<file path="src/hdl/mcmp_pkg.sv">
`default_nettype none
// ----------------------------------------------------------------------------
// mcmp_pkg
// Shared types and constants for the MIDI channel message parser.
// ----------------------------------------------------------------------------
package mcmp_pkg;

    localparam int unsigned BYTE_W = 8;

    // Byte classes
    localparam logic [BYTE_W-1:0] REALTIME_MIN = 8'hF8;
    localparam logic [BYTE_W-1:0] SYSTEM_MIN   = 8'hF0;

    // Message kinds (upper nibble of the status byte)
    localparam logic [3:0] KIND_PROGRAM  = 4'hC;
    localparam logic [3:0] KIND_PRESSURE = 4'hD;

    // Parse phase
    typedef enum logic [1:0] {
        PH_IDLE   = 2'd0,
        PH_FIRST  = 2'd1,
        PH_SECOND = 2'd2
    } t_phase;

    // One complete channel-voice message
    typedef struct packed {
        logic [BYTE_W-1:0] msg_status;
        logic [BYTE_W-1:0] first_data;
        logic [BYTE_W-1:0] second_data;
    } t_msg;

    // Parser result for one byte
    typedef struct packed {
        logic emit;
        t_msg msg;
    } t_parse_res;

    // Kinds that carry a single data byte
    function automatic logic one_data_kind(input logic [BYTE_W-1:0] status);
        return (status[7:4] == KIND_PROGRAM) || (status[7:4] == KIND_PRESSURE);
    endfunction

endpackage
`default_nettype wire

</file>
<file path="src/hdl/mcmp_parser.sv">
`default_nettype none
// ----------------------------------------------------------------------------
// mcmp_parser
// Running-status phase machine: consumes one byte per step and reports a
// message when the last data byte arrives.
// ----------------------------------------------------------------------------
module mcmp_parser
    import mcmp_pkg::*;
(
    input  wire logic              i_clk,
    input  wire logic              i_rst_n,
    input  wire logic              i_step,
    input  wire logic [BYTE_W-1:0] i_byte,
    output t_parse_res             o_res
);

    t_phase            r_phase, n_phase;
    logic [BYTE_W-1:0] r_running_status, n_running_status;
    logic [BYTE_W-1:0] r_held, n_held;

    // State registers
    always_ff @(posedge i_clk) begin
        if (!i_rst_n) begin
            r_phase          <= PH_IDLE;
            r_running_status <= '0;
        end else if (i_step) begin
            r_phase          <= n_phase;
            r_running_status <= n_running_status;
        end
    end

    // Held first data byte: only read after being written
    always_ff @(posedge i_clk) begin
        if (i_step) begin
            r_held <= n_held;
        end
    end

    // Next state and result
    always_comb begin
        logic take_first;
        take_first       = 1'b0;
        n_phase          = r_phase;
        n_running_status = r_running_status;
        n_held           = r_held;
        o_res.emit             = 1'b0;
        o_res.msg.msg_status   = r_running_status;
        o_res.msg.first_data   = i_byte;
        o_res.msg.second_data  = '0;

        unique case (r_phase)
            PH_FIRST: begin
                take_first = 1'b1;
            end
            PH_SECOND: begin
                o_res.emit            = 1'b1;
                o_res.msg.first_data  = r_held;
                o_res.msg.second_data = i_byte;
                n_phase               = PH_IDLE;
            end
            default: begin
                n_phase = PH_IDLE;
                if (i_byte >= REALTIME_MIN) begin
                    // realtime: ignored
                end else if (i_byte >= SYSTEM_MIN) begin
                    n_running_status = '0;
                end else if (i_byte[7]) begin
                    n_running_status = i_byte;
                    n_phase          = PH_FIRST;
                end else if (r_running_status[7]) begin
                    take_first = 1'b1;
                end
            end
        endcase

        // First data byte of the remembered status
        if (take_first) begin
            if (one_data_kind(r_running_status)) begin
                o_res.emit = 1'b1;
                n_phase    = PH_IDLE;
            end else begin
                n_held  = i_byte;
                n_phase = PH_SECOND;
            end
        end
    end

endmodule
`default_nettype wire

</file>
<file path="config.mk">
export PLATFORM = sky130hd
export DESIGN_NAME = mcmp_parser
export DESIGN_NICKNAME = d
export VERILOG_FILES = /design/src/hdl/mcmp_pkg.sv /design/src/hdl/mcmp_parser.sv
export SDC_FILE = /design/constraint.sdc
export NUM_CORES = 1
export LEC_CHECK = 0
export ABC_AREA = 1
export BUFFER_PORTS_ARGS = -buffer_cell sky130_fd_sc_hd__buf_2
export CORE_MARGIN = 3
export CORE_UTILIZATION = 53
export CTS_BUF_LIST = sky130_fd_sc_hd__clkbuf_4
export CTS_CLUSTER_SIZE = 24
export DETAILED_ROUTE_END_ITERATION = 10
export GPL_TIMING_DRIVEN = 0
export PLACE_DENSITY = 0.83
export RECOVER_POWER = 25
export SYNTH_ARGS = -nofsm -noshare
export SYNTH_HDL_FRONTEND = slang
export SYNTH_SLANG_ARGS = --single-unit
export TNS_END_PERCENT = 5
</file>
<file path="constraint.sdc">
create_clock -name i_clk -period 3.21 [get_ports i_clk]
set_input_delay 0.4815 -clock i_clk [delete_from_list [all_inputs] [get_ports i_clk]]
set_output_delay 0.4815 -clock i_clk [all_outputs]
set_load 0.02 [all_outputs]
</file>
== Word level (Yosys, flattened, before mapping) ==
Index checks and enable logic that the tools add are counted.
Cells by class
  magnitude comparators: 2
  equality and inequality tests: 5
  multiplexer cells: 17
  bitwise gates (word level): 3
  reduce and logical (&&, ||, !) cells: 6
Operators by type and width (count)
  greater-or-equal comparator 8 bit, second input constant: 2
  two-way mux 16 bit: 1
  two-way mux 8 bit: 2
  two-way mux 1 bit: 10
  == test 4 bit, second input constant: 2
  two-way mux 2 bit: 2
  case mux 2 bit (2 select lines): 1
  AND reduction 4 bit: 1
  NOT 1 bit: 3
  AND reduction 3 bit: 1
  == test 2 x 1 -> 1 bit, second input constant: 1
  == test 2 bit, second input constant: 1
  inequality test 2 bit, second input constant: 1
  case mux 1 bit (2 select lines): 1
  AND reduction 2 bit: 1
  nonzero test 2 bit: 1
  OR reduction 2 bit: 1
  logical OR 1 bit: 1
Word-level totals
  bits in registers: 18
  input bits: 11
  output and inout bits: 25
  logic and storage cells: 36

== Logic depth before layout (Yosys ltp) ==
  word-level depth: 7
  mapped depth: 8
  depth with buffers taken out: 8

== Least setup slack after synthesis ==
Ideal clock, no wire load.
  path kind: register to output
  from: register r_phase[0]
  to: output o_res[11] (netlist bit)
  arrival: 1.211 ns
  required time: 2.728 ns
  path slack: 1.517 ns
  cell stages (with the launch flop): 5
  buffers on the path: 1
  cell sequence: dfxtp_1 inv_1 ha_1 buf_2 o21ai_0
RTL lines
  from (decl): line mcmp_parser.sv:17  | t_phase r_phase, n_phase;
  from (signal assigned): line mcmp_parser.sv:27  | r_phase <= n_phase;
  to (decl): line mcmp_parser.sv:14  | output t_parse_res o_res

==> results.md <==
* Top Ports at 36
* DR WL met2 at 979 um
* Via count at 889
* Cell area power density at 423 nW/um^2
* GRT Total Usage at 0.200
* Per-cell routed wire length at 10.8 um
* Setup repair bufs after CTS at 0
* First-pass GRT wire length at 3280 um
* DRT antenna net count at 0
* Hold buffers post-CTS at 0
* Initial DRC count at 28
* Synthesis-stage register bit count at 18
* Largest net degree at the start of global routing at 11
* Syn Nets at 146
* Clk sinks at 18
* Die width at 48.1 um
* HP Class: input port to flip-flop
* Worst EP arrival at 1.57 ns
* P&R area growth vs syn at 22.9%
* Element type at the critical path end: primary output
* Cells along the critical path: inv_1, ha_1, buf_2, buf_2, nand2_1, nand2_1, buf_2
* Vias in the first global route at 765
* Drt via density at 4.56
* Worst skew pair latency at 0.30 ns
* Die H at 48.1 um
* Nets at 185
* CP max stage cell: dfxtp_1
* Top layer in use: met4
* Synthesized cell area at 941 um^2
* Seq/Total Area, Yosys at 0.468
* Core Rows at 14
* Post-Route WL at 2110 um
* Top Family by Delay on Critical Path: buffers and inverters
* Worst path max stage delay at 0.32 ns
* Outcome: finished, final reports clean
* Max-Slew Margin vs Limit at 0.787
* CTS clk-pin slew, worst paths at 0.09 ns
* Worst vdd ir at 355 uV
* CTS tree: yes
* HPWL after DPL at 1660 um
* Share of layout cells above drive strength 1 at 0.199
* Crit. path cell count at 7
* Post-CTS Resized at 0
* GR Overflow Total at 0
* RD Place Congestion at 0.793
* DR pass1 iterations at 4
* CTS Buf Count at 3
* Final Max Slew Viols at 0
* Crit share post-route at 0.640
* RSZ-0062 raised after global routing: false
* Peak Freq at 0.487 GHz
* Number of port buffers at 34
* Remaining DRCs at 0
* Synth warnings at 0
* Worst slew pin tran at 0.320 ns
* Worst-path fanout max at 10
* Antenna cells at 0
* Synth Area per Inst at 7.07 um^2
* Clk_skew at 0.0172 ns
* DIE AREA at 2320 um^2
* R2R cell count at 7
* WS Path Type: flip-flop to primary output
* Tmin final at 2.06 ns
* Initial antenna violation count at 0
* Final Hold Fails at 0
* Leakage power total at 0.684 nW
* Syn Inst Count at 133
* Htree depth at 1
* Max-Cap Viols at 0
* Post-layout util at 0.725
* Startpoint types: flip-flop
* Core Area at 1590 um^2
* Initial Util at 0.590
* Worst Path Required at 2.73 ns
* M1 WL at 1020 um
* Clock Tree Buf Depth at 2
* WHS Path Cells at 1
* WL met3 at 90 um
* Most frequent CP cell: buf_2
* Root Buffer Master: clkbuf_4
* Count of final setup violators at 0
* Critical path buffers and inverters at 4
* Fillers at 136
* Setup TNS Final at 0 ns
* Netlist cell types at 17
power breakdown:
part | leakage [nW] | switching [W] | internal, W
registers | 0.154 | 0.00000625 | 0.000252
clock network | 0.0184 | 0.0000715 | 0.0000567
logic | 0.511 | 0.0000711 | 0.0000318
cells in the final DEF (no fill, tap or decap):
master / netlist / routed
inv_2: 1 / 1
clkbuf_4: 0 / 4
o21ai_2: 1 / 1
nor2_1: 5 / 5
edfxtp_1: 8 / 8
nand3_1: 4 / 4
nand2_1: 66 / 66
ha_1: 2 / 2
a21oi_1: 2 / 2
nand4_1: 1 / 1
o21ai_0: 3 / 3
inv_1: 23 / 23
nand2_2: 1 / 1
buf_2: 2 / 24
dfxtp_1: 10 / 10
o22ai_1: 1 / 1
clkbuf_1: 0 / 12
clkbuf_8: 1 / 1
nor2_4: 2 / 2
flip-flops by register name (all words and copies together) (netlist names):
name              flops
r_running_status      8
r_held                8
r_phase               2
synth_stat cells:
cell      count  area [um^2]
nand2_1      66          248
inv_1        23         86.3
dfxtp_1      10          200
edfxtp_1      8          240
nor2_1        5         18.8
nand3_1       4         20.0
o21ai_0       3         15.0
a21oi_1       2         10.0
buf_2         2         10.0
ha_1          2         25.0
nor2_4        2         22.5
clkbuf_8      1         13.8
inv_2         1         3.75
nand2_2       1         6.26
nand4_1       1         6.26
o21ai_2       1         8.76
o22ai_1       1         6.26
worst paths after layout:
path                                    startpoint                                to  slack (ns)
setup / recovery           r_phase[0]$_SDFFE_PN0P_                         o_res[12]        1.15
hold / removal                           i_byte[3]               r_held[3]$_DFFE_PP_        0.45
setup reg to reg           r_phase[0]$_SDFFE_PN0P_               r_held[3]$_DFFE_PP_        1.60
hold reg to reg   r_running_status[3]$_SDFFE_PN0P_  r_running_status[3]$_SDFFE_PN0P_        0.48
layout make-up:
type	instances	area (um^2)	area share
multi-input cells	88	387	0.334
inverters	24	90.1	0.0779
well taps	24	30.0	0.0260
flip-flops and latches	18	440	0.381
clock buffers	4	30.0	0.0260
plain buffers	3	23.8	0.0206
repair buffers	34	155	0.134
routing by layer:
layer  vias to the layer above  GRT usage
met4                         0     0.0484
met2                        31      0.359
li1                        471          -
met3                         4     0.0221
met5                         -          0
met1                       383      0.258
worst reg2reg max path, cell delays in order, from the launching register on:
cell	delay (ns)
dfxtp_1	0.34
inv_1	0.06
ha_1	0.33
inv_1	0.07
nand2_1	0.04
nand2_1	0.09
nand3_1	0.09
inv_1	0.26
kinds of logic (layout without fill, tap and decap cells):
kind of cell / count (synthesis) / after routing / synth area share
flops: 18 / 18 / 0.468
simple gates: 79 / 79 / 0.342
buf+inv: 27 / 65 / 0.121
fa+ha+maj: 2 / 2 / 0.0266
compound gates: 7 / 7 / 0.0426
through the flow:
stage                     instance area, um^2  std cells  hold slack (ns)  worst slack (ns)  total power, W
final                                    1160        195            0.450              1.15        0.000489
after global routing                     1160        195            0.471              1.01        0.000507
after CTS                                1170        195            0.403              1.14        0.000491
after detailed placement                 1140        191            0.442              1.47        0.000368
after global placement                   1140        191            0.439              1.50        0.000364
after floorplan                           941        133            0.456              1.52        0.000330
Note: power is estimated with default switching activity, not from simulation.
